$ cat config.mk
export PLATFORM = sky130hd
export DESIGN_NAME = ppm_frame_decoder
export DESIGN_NICKNAME = d
export VERILOG_FILES = /design/src/hdl/ppf_pkg.sv /design/src/hdl/ppm_frame_decoder.sv /design/src/hdl/ppf_front.sv /design/src/hdl/ppf_back.sv
export SDC_FILE = /design/constraint.sdc
export NUM_CORES = 2
export LEC_CHECK = 0
export BUFFER_PORTS_ARGS = -buffer_cell sky130_fd_sc_hd__buf_2
export CORE_MARGIN = 3
export CORE_UTILIZATION = 45
export CTS_CLUSTER_SIZE = 12
export DETAILED_ROUTE_END_ITERATION = 8
export GPL_TIMING_DRIVEN = 0
export PLACE_DENSITY_LB_ADDON = 0.12
export REMOVE_ABC_BUFFERS = 1
export SETUP_SLACK_MARGIN = 0.5
export SYNTH_ARGS = -nofsm -noshare
export SYNTH_HDL_FRONTEND = slang
export SYNTH_HIERARCHICAL = 1
export SYNTH_SLANG_ARGS = --single-unit
$ cat constraint.sdc
create_clock -name clk_i -period 8.7 [get_ports clk_i]
set_input_delay 0.435 -clock clk_i [delete_from_list [all_inputs] [get_ports clk_i]]
set_output_delay 0.435 -clock clk_i [all_outputs]
set_load 0.01 [all_outputs]
$ cat src/hdl/ppf_pkg.sv
// ppf_pkg: shared types, constants and helpers of the PPM frame decoder.
// No dependencies; imported by every module of the block.
package ppf_pkg;

  localparam int CHANNELS = 8;
  localparam int SLOT_W   = $clog2(CHANNELS);
  localparam int PTR_W    = $clog2(CHANNELS + 1);

  localparam int CMD_W    = 2;
  localparam int EDGE_W   = 16;
  localparam int STAMP_W  = 63;
  localparam int INDEX_W  = 3;
  localparam int WIDTH_W  = 15;
  localparam int PERIOD_W = 17;
  localparam int COUNT_W  = 4;

  localparam int APB_AW   = 3;
  localparam int APB_DW   = 32;

  localparam logic [WIDTH_W-1:0]  MIN_RESET          = 15'd32767;
  localparam logic [WIDTH_W-1:0]  SYNC_GAP_RESET     = 15'd2100;
  localparam logic [PERIOD_W-1:0] TIMER_PERIOD_RESET = 17'd60000;
  localparam logic [PTR_W-1:0]    CHAN_LIMIT         = PTR_W'(CHANNELS);

  // two-entry queues, for requests and for results
  localparam int QDEPTH = 2;
  localparam int QPTR_W = 1;
  localparam int QCNT_W = 2;
  localparam logic [QCNT_W-1:0] QFULL = QCNT_W'(QDEPTH);

  typedef enum logic {
    REG_SYNC_GAP     = 1'b0,
    REG_TIMER_PERIOD = 1'b1
  } reg_e;

  typedef enum logic [CMD_W-1:0] {
    CMD_EDGE  = 2'd0,
    CMD_READ  = 2'd1,
    CMD_CLEAR = 2'd2,
    CMD_NONE  = 2'd3
  } cmd_e;

  typedef enum logic [2:0] {
    OP_NONE,
    OP_SYNC,
    OP_PULSE,
    OP_READ,
    OP_CLEAR
  } op_e;

  typedef struct packed {
    op_e                op;
    logic [WIDTH_W-1:0] width;
    logic [STAMP_W-1:0] stamp;
    logic [INDEX_W-1:0] index;
  } req_t;

  typedef struct packed {
    logic [WIDTH_W-1:0] width;
    logic [WIDTH_W-1:0] min;
    logic [WIDTH_W-1:0] max;
    logic [STAMP_W-1:0] stamp;
    logic [COUNT_W-1:0] count;
    logic               valid;
  } res_t;

  // slot order 0,1,2,3,5,4,6,7
  function automatic logic [PTR_W-1:0] next_slot(input logic [PTR_W-1:0] p);
    logic [PTR_W-1:0] n;
    if (p == PTR_W'(3)) begin
      n = PTR_W'(5);
    end else if (p == PTR_W'(5)) begin
      n = PTR_W'(4);
    end else if (p == PTR_W'(4)) begin
      n = PTR_W'(6);
    end else begin
      n = p + PTR_W'(1);
    end
    return n;
  endfunction

endpackage

$ cat src/hdl/ppm_frame_decoder.sv
// ppm_frame_decoder: top level, configuration registers and the two halves.
// Depends on ppf_pkg, ppf_front and ppf_back.
//
//   channel  | handshake          | carries
//   ---------+--------------------+-------------------------------------------
//   request  | push / full        | command, edge_time, system_time, index
//   result   | empty / pop        | width, min, max, update_time, count, valid
//   config   | APB psel/penable   | sync_gap @0x0, timer_period @0x4
//
// One request per cycle while full is low; a result passes the front queue, then the
// result queue, before it reaches the result ports and can be popped.
// Reset is asynchronous; stores and registers take their initial values at once.
// A stalled result side fills the result queue, then the front queue, then full.
module ppm_frame_decoder import ppf_pkg::*; (
  input  logic                clk_i,
  input  logic                rst_ni,
  input  logic                push,
  output logic                full,
  input  logic [CMD_W-1:0]    command_i,
  input  logic [EDGE_W-1:0]   edge_time_i,
  input  logic [STAMP_W-1:0]  system_time_i,
  input  logic [INDEX_W-1:0]  channel_index_i,
  output logic                empty,
  input  logic                pop,
  output logic [WIDTH_W-1:0]  channel_width_o,
  output logic [WIDTH_W-1:0]  channel_min_o,
  output logic [WIDTH_W-1:0]  channel_max_o,
  output logic [STAMP_W-1:0]  update_time_o,
  output logic [COUNT_W-1:0]  channel_count_o,
  output logic                read_valid_o,
  input  logic                psel,
  input  logic                penable,
  input  logic                pwrite,
  input  logic [APB_AW-1:0]   paddr,
  input  logic [APB_DW-1:0]   pwdata,
  output logic [APB_DW-1:0]   prdata,
  output logic                pready
);

  logic [WIDTH_W-1:0]  sync_gap_q;
  logic [PERIOD_W-1:0] timer_period_q;
  logic                head_valid, take;
  req_t                head;
  res_t                res;
  reg_e                reg_sel;

  assign pready  = 1'b1;
  assign reg_sel = reg_e'(paddr[2]);

  always_ff @(posedge clk_i or negedge rst_ni) begin
    if (!rst_ni) begin
      sync_gap_q     <= SYNC_GAP_RESET;
      timer_period_q <= TIMER_PERIOD_RESET;
    end else if (psel && penable && pwrite && pready) begin
      unique case (reg_sel)
        REG_SYNC_GAP:     sync_gap_q     <= pwdata[WIDTH_W-1:0];
        REG_TIMER_PERIOD: timer_period_q <= pwdata[PERIOD_W-1:0];
        default: ;
      endcase
    end
  end

  always_comb begin
    unique case (reg_sel)
      REG_SYNC_GAP:     prdata = APB_DW'(sync_gap_q);
      REG_TIMER_PERIOD: prdata = APB_DW'(timer_period_q);
      default:          prdata = '0;
    endcase
  end

  ppf_front u_front (
    .clk_i           (clk_i),
    .rst_ni          (rst_ni),
    .push            (push),
    .full            (full),
    .command_i       (command_i),
    .edge_time_i     (edge_time_i),
    .system_time_i   (system_time_i),
    .channel_index_i (channel_index_i),
    .sync_gap_i      (sync_gap_q),
    .timer_period_i  (timer_period_q),
    .head_valid_o    (head_valid),
    .head_o          (head),
    .take_i          (take)
  );

  ppf_back u_back (
    .clk_i        (clk_i),
    .rst_ni       (rst_ni),
    .head_valid_i (head_valid),
    .head_i       (head),
    .take_o       (take),
    .empty        (empty),
    .pop          (pop),
    .res_o        (res)
  );

  assign channel_width_o = res.width;
  assign channel_min_o   = res.min;
  assign channel_max_o   = res.max;
  assign update_time_o   = res.stamp;
  assign channel_count_o = res.count;
  assign read_valid_o    = res.valid;

endmodule

$ cat src/hdl/ppf_front.sv
// ppf_front: accepts requests, measures edge spacing, classifies them.
// Depends on ppf_pkg; feeds a two-entry queue read by ppf_back.
module ppf_front import ppf_pkg::*; (
  input  logic                clk_i,
  input  logic                rst_ni,
  input  logic                push,
  output logic                full,
  input  logic [CMD_W-1:0]    command_i,
  input  logic [EDGE_W-1:0]   edge_time_i,
  input  logic [STAMP_W-1:0]  system_time_i,
  input  logic [INDEX_W-1:0]  channel_index_i,
  input  logic [WIDTH_W-1:0]  sync_gap_i,
  input  logic [PERIOD_W-1:0] timer_period_i,
  output logic                head_valid_o,
  output req_t                head_o,
  input  logic                take_i
);

  logic [EDGE_W-1:0] prev_q, prev_d;
  logic              primed_q, primed_d;
  logic [QCNT_W-1:0] cnt_q;
  logic [QPTR_W-1:0] wr_q, rd_q;
  req_t              mem_q [QDEPTH];
  req_t              req;
  logic [PERIOD_W-1:0] now_x, prev_x, delta;
  logic              accept;

  assign full   = (cnt_q == QFULL);
  assign accept = push && !full;

  assign now_x  = PERIOD_W'(edge_time_i);
  assign prev_x = PERIOD_W'(prev_q);
  assign delta  = (edge_time_i > prev_q) ? (now_x - prev_x)
                                         : (now_x + timer_period_i - prev_x);

  always_comb begin
    prev_d    = prev_q;
    primed_d  = primed_q;
    req.op    = OP_NONE;
    req.width = delta[WIDTH_W-1:0];
    req.stamp = system_time_i;
    req.index = channel_index_i;
    unique case (cmd_e'(command_i))
      CMD_EDGE: begin
        prev_d   = edge_time_i;
        primed_d = 1'b1;
        if (primed_q) begin
          req.op = (delta > PERIOD_W'(sync_gap_i)) ? OP_SYNC : OP_PULSE;
        end
      end
      CMD_READ:  req.op = OP_READ;
      CMD_CLEAR: req.op = OP_CLEAR;
      CMD_NONE:  req.op = OP_NONE;
      default:   req.op = OP_NONE;
    endcase
  end

  always_ff @(posedge clk_i or negedge rst_ni) begin
    if (!rst_ni) begin
      prev_q   <= '0;
      primed_q <= 1'b0;
      cnt_q    <= '0;
      wr_q     <= '0;
      rd_q     <= '0;
    end else begin
      if (accept) begin
        prev_q   <= prev_d;
        primed_q <= primed_d;
        wr_q     <= wr_q + QPTR_W'(1);
      end
      if (take_i) begin
        rd_q <= rd_q + QPTR_W'(1);
      end
      cnt_q <= cnt_q + QCNT_W'(accept) - QCNT_W'(take_i);
    end
  end

  always_ff @(posedge clk_i) begin
    if (accept) begin
      mem_q[wr_q] <= req;
    end
  end

  assign head_valid_o = (cnt_q != '0);
  assign head_o       = mem_q[rd_q];

endmodule

$ cat src/hdl/ppf_back.sv
// ppf_back: applies classified requests to the channel stores, builds results.
// Depends on ppf_pkg; holds the two-entry result queue seen at the output.
module ppf_back import ppf_pkg::*; (
  input  logic clk_i,
  input  logic rst_ni,
  input  logic head_valid_i,
  input  req_t head_i,
  output logic take_o,
  output logic empty,
  input  logic pop,
  output res_t res_o
);

  logic [PTR_W-1:0]   ptr_q, ptr_d;
  logic [PTR_W-1:0]   frame_q, frame_d;
  logic [WIDTH_W-1:0] width_q [CHANNELS];
  logic [WIDTH_W-1:0] width_d [CHANNELS];
  logic [WIDTH_W-1:0] min_q   [CHANNELS];
  logic [WIDTH_W-1:0] min_d   [CHANNELS];
  logic [WIDTH_W-1:0] max_q   [CHANNELS];
  logic [WIDTH_W-1:0] max_d   [CHANNELS];
  logic [STAMP_W-1:0] stamp_q [CHANNELS];
  logic [STAMP_W-1:0] stamp_d [CHANNELS];
  logic [SLOT_W-1:0]  rd_slot;
  logic [PTR_W-1:0]   idx_x;
  res_t               res;
  logic [QCNT_W-1:0]  cnt_q;
  logic [QPTR_W-1:0]  wr_q, rd_q;
  res_t               mem_q [QDEPTH];
  logic               pop_ok;

  assign pop_ok = pop && (cnt_q != '0);
  assign take_o = head_valid_i && ((cnt_q != QFULL) || pop_ok);
  assign idx_x  = PTR_W'(head_i.index);
  assign rd_slot = (head_i.op == OP_READ) ? SLOT_W'(head_i.index) : ptr_q[SLOT_W-1:0];

  always_comb begin
    ptr_d   = ptr_q;
    frame_d = frame_q;
    width_d = width_q;
    min_d   = min_q;
    max_d   = max_q;
    stamp_d = stamp_q;
    res     = '0;
    if (take_o) begin
      unique case (head_i.op)
        OP_SYNC: begin
          frame_d = ptr_q;
          ptr_d   = '0;
        end
        OP_PULSE: begin
          if (ptr_q < CHAN_LIMIT) begin
            width_d[rd_slot] = head_i.width;
            stamp_d[rd_slot] = head_i.stamp;
            if (head_i.width < min_q[rd_slot]) begin
              min_d[rd_slot] = head_i.width;
            end
            if (head_i.width > max_q[rd_slot]) begin
              max_d[rd_slot] = head_i.width;
            end
            ptr_d = next_slot(ptr_q);
          end
        end
        OP_READ: begin
          if (idx_x < CHAN_LIMIT) begin
            res.width = width_q[rd_slot];
            res.min   = min_q[rd_slot];
            res.max   = max_q[rd_slot];
            res.stamp = stamp_q[rd_slot];
          end
          res.valid = (idx_x < frame_q);
        end
        OP_CLEAR: begin
          for (int i = 0; i < CHANNELS; i++) begin
            min_d[i] = MIN_RESET;
            max_d[i] = '0;
          end
        end
        OP_NONE: ;
        default: ;
      endcase
    end
    res.count = COUNT_W'(frame_d);
  end

  always_ff @(posedge clk_i or negedge rst_ni) begin
    if (!rst_ni) begin
      ptr_q   <= '0;
      frame_q <= '0;
      cnt_q   <= '0;
      wr_q    <= '0;
      rd_q    <= '0;
      for (int i = 0; i < CHANNELS; i++) begin
        width_q[i] <= '0;
        min_q[i]   <= MIN_RESET;
        max_q[i]   <= '0;
        stamp_q[i] <= '0;
      end
    end else begin
      ptr_q   <= ptr_d;
      frame_q <= frame_d;
      width_q <= width_d;
      min_q   <= min_d;
      max_q   <= max_d;
      stamp_q <= stamp_d;
      if (take_o) begin
        wr_q <= wr_q + QPTR_W'(1);
      end
      if (pop_ok) begin
        rd_q <= rd_q + QPTR_W'(1);
      end
      cnt_q <= cnt_q + QCNT_W'(take_o) - QCNT_W'(pop_ok);
    end
  end

  always_ff @(posedge clk_i) begin
    if (take_o) begin
      mem_q[wr_q] <= res;
    end
  end

  assign empty = (cnt_q == '0);
  assign res_o = mem_q[rd_q];

endmodule

### Yosys cells after proc, flatten, opt, wreduce, memory -nomap -nowiden

Memories as Yosys holds them, arrays and structs flattened.
Index checks and enable logic that the tools add are counted.

| storage, ports and cells | value |
|---|---|
| flip-flop bits (word level) | 929 |
| RAM bits | 394 |
| input port bits | 126 |
| output and inout port bits | 148 |
| memories | 2 |

| cells by class | value |
|---|---|
| add/subtract/negate cells | 12 |
| order comparisons | 9 |
| equality and inequality tests | 15 |
| mux-type cells | 48 |
| bitwise logic cells | 2 |
| reductions and logical operators | 21 |

Memory list:

| memory | depth | width | read ports | clocked after Yosys merged registers in | wr ports | line | source |
|---|---|---|---|---|---|---|---|
| u_back.mem_q | 2 | 113 | 1 | 0 | 1 | ppf_back.sv:29 | `res_t mem_q [QDEPTH];` |
| u_front.mem_q | 2 | 84 | 1 | 0 | 1 | ppf_front.sv:23 | `req_t mem_q [QDEPTH];` |

Operators by type and width:

| kind | count |
|---|---|
| $bwmux 504 | 1 |
| $mux 120 | 4 |
| $pmux 120 s2 | 2 |
| $bwmux 120 | 3 |
| $mux 108 | 3 |
| $bmux 63 s3 | 1 |
| $demux 63 s3 | 1 |
| $mux 63 | 3 |
| $bmux 15 s3 | 3 |
| $mux 15 | 7 |
| $pmux 32 s2 | 1 |
| $demux 15 s3 | 1 |
| $mux 4 | 6 |
| $add 16x17->17 | 1 |
| $gt 17x15->1 | 1 |
| $mux 17 | 1 |
| $sub 16x16->17 | 1 |
| $sub 17x16->17 | 1 |
| $gt 16x16->1 | 1 |
| $gt 15x15->1 | 1 |
| $lt 15x15->1 | 1 |
| $pmux 3 s4 | 1 |
| $eq 4x3->1 const B | 2 |
| $pmux 4 s2 | 1 |
| 30 further kinds | 59 |

### Depth between registers and ports, before layout

An unclocked memory read counts as a cell.

| logic depth | value |
|---|---|
| depth in word-level cells | 12 |
| depth in mapped cells | 22 |

### Modules after synthesis

Netlist, hierarchy kept.

Modules (own cells, without submodules):

| module | times used | cells each | area an instance (um2) | sequential area each (um2) |
|---|---|---|---|---|
| ppf_back | 1 | 3953 | 49587.6 | 28857.7 |
| ppf_front | 1 | 711 | 9566.7 | 5570.3 |
| ppm_frame_decoder | 1 | 105 | 1605.3 | 814.5 |

### Worst setup path before layout

Ideal clock, no wire load.

| path | value |
|---|---|
| kind | register to register |
| start point | register u_back.cnt_q[1] |
| end point | memory u_back/mem_q[0][0] (netlist bit), enable pin |
| library setup time | 0.587 ns |
| arrival time | 5.477 ns |
| required time | 8.113 ns |
| setup slack | 2.636 ns |
| cell stages (with the launch flop) | 4 |
| path buffers | 0 |
| period minus slack after synthesis | 6.064 ns |
| cells stage by stage | dfrtp_1 > nor3b_1 > nand2b_1 > nor2_1 |

| between the ends | value |
|---|---|
| cells in the longest elaborated chain, start to end | 6 |

RTL lines:

| what | line | source |
|---|---|---|
| start: declaration | ppf_back.sv:27 | `logic [QCNT_W-1:0] cnt_q;` |
| start signal: assignment | ppf_back.sv:112 | `cnt_q <= cnt_q + QCNT_W'(take_o) - QCNT_W'(pop_ok);` |
| $reduce_bool 2->1 | ppf_back.sv:32 | `assign pop_ok = pop && (cnt_q != '0);` |
| $logic_and 1x1->1 | ppf_back.sv:32 |  |
| $logic_or 1x1->1 (*) | ppf_back.sv:33 | `assign take_o = head_valid_i && ((cnt_q != QFULL) \|\| pop_ok);` |
| $logic_and 1x1->1 (*) | ppf_back.sv:33 |  |
| $mux 1 (*) | ppf_back.sv:117 | `if (take_o) begin` |
| $mux 1 (implied by the code) (*) | ppf_back.sv:118 | `mem_q[wr_q] <= res;` |
| end: declaration | ppf_back.sv:29 |  |

Mark *: on every way between the ends. The rest lies on a longest branch, timed or not.

==> metrics.md <==
| Metric | Value |
|---|---|
| Type of the worst setup path | flop to flop |
| CP Capture Type | flop |
| CP top delay family | compound AO/OA/AOI/OAI gates |
| GPL Wtd Cong | 0.8541 |
| Hold Crit Class | primary input to flop |
| Max incr delay on CP | 1.00 ns |
| Most used flip-flop cell after synthesis | dfrtp_1 |
| Fin crit share | 90.48% |
| Via count | 40857 |
| Syn-to-layout area delta | 17.75% |
| Die Y | 373.5 um |
| Leak pwr | 31.10 nW |
| H-tree levels | 4 |
| DP HPWL | 113.9 mm |
| Cell internal pwr | 17.79 mW |
| Buffers on Ports | 240 |
| Gr usage total | 25.81% |
| P per Cell Area | 410.2 mW/mm^2 |
| Number of max-cap violations | 1 |
| Vias in the first global route | 41618 |
| Clock latency on the worst-skew pair | 0.78 ns |
| Post-DRT Antenna Nets | 0 |
| Sink Count | 1323 |
| Max-slew headroom | -2.627% |
| Design Area, Final | 0.07154 mm^2 |
| Clock share of power | 20.7% |
| CTS tree | built |
| Final setup viols | 0 |
| Sw Pwr | 11.55 mW |
| Global route overflow | 0 |
| Cell Area, Placed | 0.06579 mm^2 |
| Final WL | 181.7 mm |
| Core area | 0.1338 mm^2 |
| # Post-CTS Setup Buffers | 0 |
| Worst slew pin tran | 1.534 ns |
| Fin. Hold Viols | 0 |
| Maximum VDD drop | 0.3420 mV |
| Fin Hold WS | 0.08574 ns |
| Status | finished, violations left |
| Routed len/inst | 26.10 um |
| Cells after synthesis | 4769 |
| CP Buf/Inv Count | 5 |
| Mapped Avg Cell Area | 12.74 um^2 |
| Maximum root-to-sink buffer count | 3 |
| Logic pwr share | 44.0% |
| Sequential fraction of the synthesis area | 58.00% |
| Die width | 373.5 um |
| Fin util | 53.47% |
| Initial antenna violation count | 11 |
| Post-synthesis xor/xnor area fraction | 0.4757% |
| Distinct cells, synth | 99 |
| Initial DRC count | 3368 |
| Nets | 5294 |
| Largest net degree at the start of global routing | 115 |
| Netlist Area Pre-Place | 0.06076 mm^2 |
| CTS buffer count | 148 |
| Synthesized-area fraction occupied by adder cells | 2.331% |
| Arrival @ worst endpoint | 8.55 ns |
| Final Max Slew Viols | 16 |
| Crit-path cells | mux2_2 > nand3b_1 > buf_16 > buf_8 > mux2i_4 > buf_16 > buf_16 > nand2_1 > o221ai_1 > a22oi_1 > ha_1 > o21ai_0 > o21bai_1 > o211a_1 > nor2_1 > a311oi_2 > buf_6 > a21oi_1 |
| YS warnings | 6 |
| DIE AREA | 0.1395 mm^2 |
| Share of cells above drive strength 1 | 32.54% |
| Compound-Gate Fraction of Synth Area | 9.545% |
| Main combinational cell family by area after synthesis | multiplexers |
| Ports | 274 |
| TritonRoute pass-1 iters | 6 |
| Async S/R FF share, synth | 70.22% |
| Sw Share | 39.37% |
| Unrepaired setup endpoints after global routing | false |
| Post-synth EDFFs | 394 |
| Num rows | 134 |
| Post-Synth Simple-Gate Area | 6.901% |
| Via density | 5.869 |
| Global-route wire length before repair | 272.5 mm |
| Max Freq | 0.1270 GHz |
| Most common cell on crit path | buf_16 |
| Startpoint types | flop |
| DRC | 0 |
| Worst path slowest cell | dfrtp_4 |
| Crit path required time | 9.38 ns |
| Min cycle time layout | 7.872 ns |
| Clock transition at path regs | 0.06 ns |
| Mux cell area share after synthesis | 19.19% |
| Share of power burned in registers | 35.3% |
| Failing checks | capacitance limit, slew limit |
| CP Max Fanout | 41 |
| Clock Skew | 0.02876 ns |
| Initial Util | 45.41% |
| Root Driver | clkbuf_16 |
| Number of synthesized register bits | 1323 |
[path summary, 6_finish.rpt]
kind,endpoint,startpoint,cells past startpoint,slack (ns)
max in group asynchronous,u_back/stamp_q[320],rst_ni,6,6.05
setup reg to reg,u_back/min_q[88],u_front/rd_q,18,0.83
hold / removal,u_back/rd_q,pop,3,0.09
min in group asynchronous,u_back/stamp_q[252],rst_ni,2,0.19
setup / recovery,u_back/min_q[88],u_front/rd_q,18,0.83
hold reg to reg,u_back/min_q[85],u_back/min_q[85],2,0.46
[layout make-up]
type,count,area (um^2)
inverter,171,641.9
antenna,3,7.507
timing repair buffer,462,4997
fill,11399,62250
clock buffer,230,4279
sequential,1323,35250
clock inverter,45,421.7
multi-input combinational,2959,23730
tap,1768,2212
[cell usage in the layout (no fill, tap or decap), types with 44 or more instances in the layout]
cell           synthesis  routed
a21oi_1              101     100
a31oi_1               91      91
buf_16                 0      66
buf_2                 62     239
clkbuf_1             193      62
clkbuf_16              0     154
dfrtp_1              798     796
dfstp_2              131     131
dlygate4sd3_1          0     101
edfxtp_1             394     394
ha_1                  86      86
inv_1                157     157
mux2_2               876     872
mux2i_1              154     149
nand2_1              518     508
nand3_1               70      70
nor2_1               191     185
nor3_1                45      44
o21ai_0              139     139
o221ai_1              62      62
o22a_1                46      46
o22ai_1               85      85
[cells in the mapped netlist, types with 14 or more instances]
cell      number  share of area, %
dfrtp_1      798                33
mux2_2       876                16
o22ai_1       85              0.88
ha_1          86               1.8
o32ai_1       33              0.48
clkinv_1      14             0.086
a211oi_1      17              0.21
nor2_1       191               1.2
a21oi_1      101              0.83
o21ai_0      139               1.1
a22oi_1       16              0.20
fa_1          17              0.56
inv_1        157              0.97
a21o_1        23              0.28
o22a_1        46              0.66
nand2b_1      22              0.23
a31oi_1       91              0.94
buf_1         34              0.21
buf_2         62              0.51
nor4_1        16              0.16
nand2_1      518               3.2
mux2i_1      154               2.5
nor3_1        45              0.37
nand4_1       16              0.16
nand3_1       70              0.58
o221a_2       30              0.56
edfxtp_1     394                19
o221ai_1      62              0.89
xnor2_1       21              0.30
clkbuf_1     193               1.2
a221oi_1      26              0.37
buf_4         33              0.41
dfstp_2      131               5.7
[worst min-delay path: cells and delay by family]
family,cells,cell delay [ns]
AND/OR/NAND/NOR,1,0.15
XOR/XNOR,1,0.13
buffers and inverters,1,0.11
[kinds of logic after synthesis]
family | count (synthesis)
AND/OR/NAND/NOR | 954
multiplexers | 1045
buffers and inverters | 501
flip-flops | 1323
other | 2
XOR/XNOR | 33
adder cells (fa/ha/maj) | 103
AO/OA/AOI/OAI | 808
[metal layers]
layer  wire length, um  track usage (%)
met2             85610            41.82
met4              4410            6.957
met5                56                0
met3             10720            4.618
met1             80890            35.88
[per-stage QoR]
step / power, mW / setup WS, ns / TNS [ns] / instances
after global placement: 22.13 / -32.52 / - / 6461
after global routing: 30.98 / 0.6289 / 0 / 6959
after CTS: 29.45 / 0.4695 / 0 / 6957
after floorplan: 17.96 / -4.080 / -2140.48 / 4453
after detailed placement: 23.21 / 0.4277 / 0 / 6581
final: 29.35 / 0.8284 / 0 / 6961
[power groups by stage]
| stage | sequential [mW] | clock [mW] | combinational [mW] |
|---|---|---|---|
| after CTS | 10.3 | 6.23 | 12.9 |
| after global routing | 10.6 | 6.48 | 13.9 |
| after floorplan | 10.3 | 0 | 7.67 |
| after detailed placement | 10.4 | 0 | 12.8 |
| final | 10.4 | 6.08 | 12.9 |
| after global placement | 10.6 | 0 | 11.6 |
[registers in the layout, indices dropped and copies added, names as in the netlist]
| register | count |
|---|---|
| u_front/cnt_q | 2 |
| u_back/frame_q | 4 |
| u_back/wr_q | 1 |
| u_front/prev_q | 16 |
| sync_gap_q | 15 |
| u_back/rd_q | 1 |
| u_back/stamp_q | 504 |
| u_back/max_q | 120 |
| u_front/wr_q | 1 |
| u_back/cnt_q | 2 |
| u_back/mem_q | 226 |
| u_front/rd_q | 1 |
| u_back/ptr_q | 4 |
| u_back/min_q | 120 |
| u_front/primed_q | 1 |
| u_front/mem_q | 168 |
| u_back/width_q | 120 |
| timer_period_q | 17 |
[what timing repair did]
item,4_1_cts,5_1_grt
endpoints found under the setup margin,44,60
gates resized for setup,1,5
endpoints found under the hold margin,235,0
hold buffers,101,0
cloned,0,0
(Power assumes the default switching activity.)
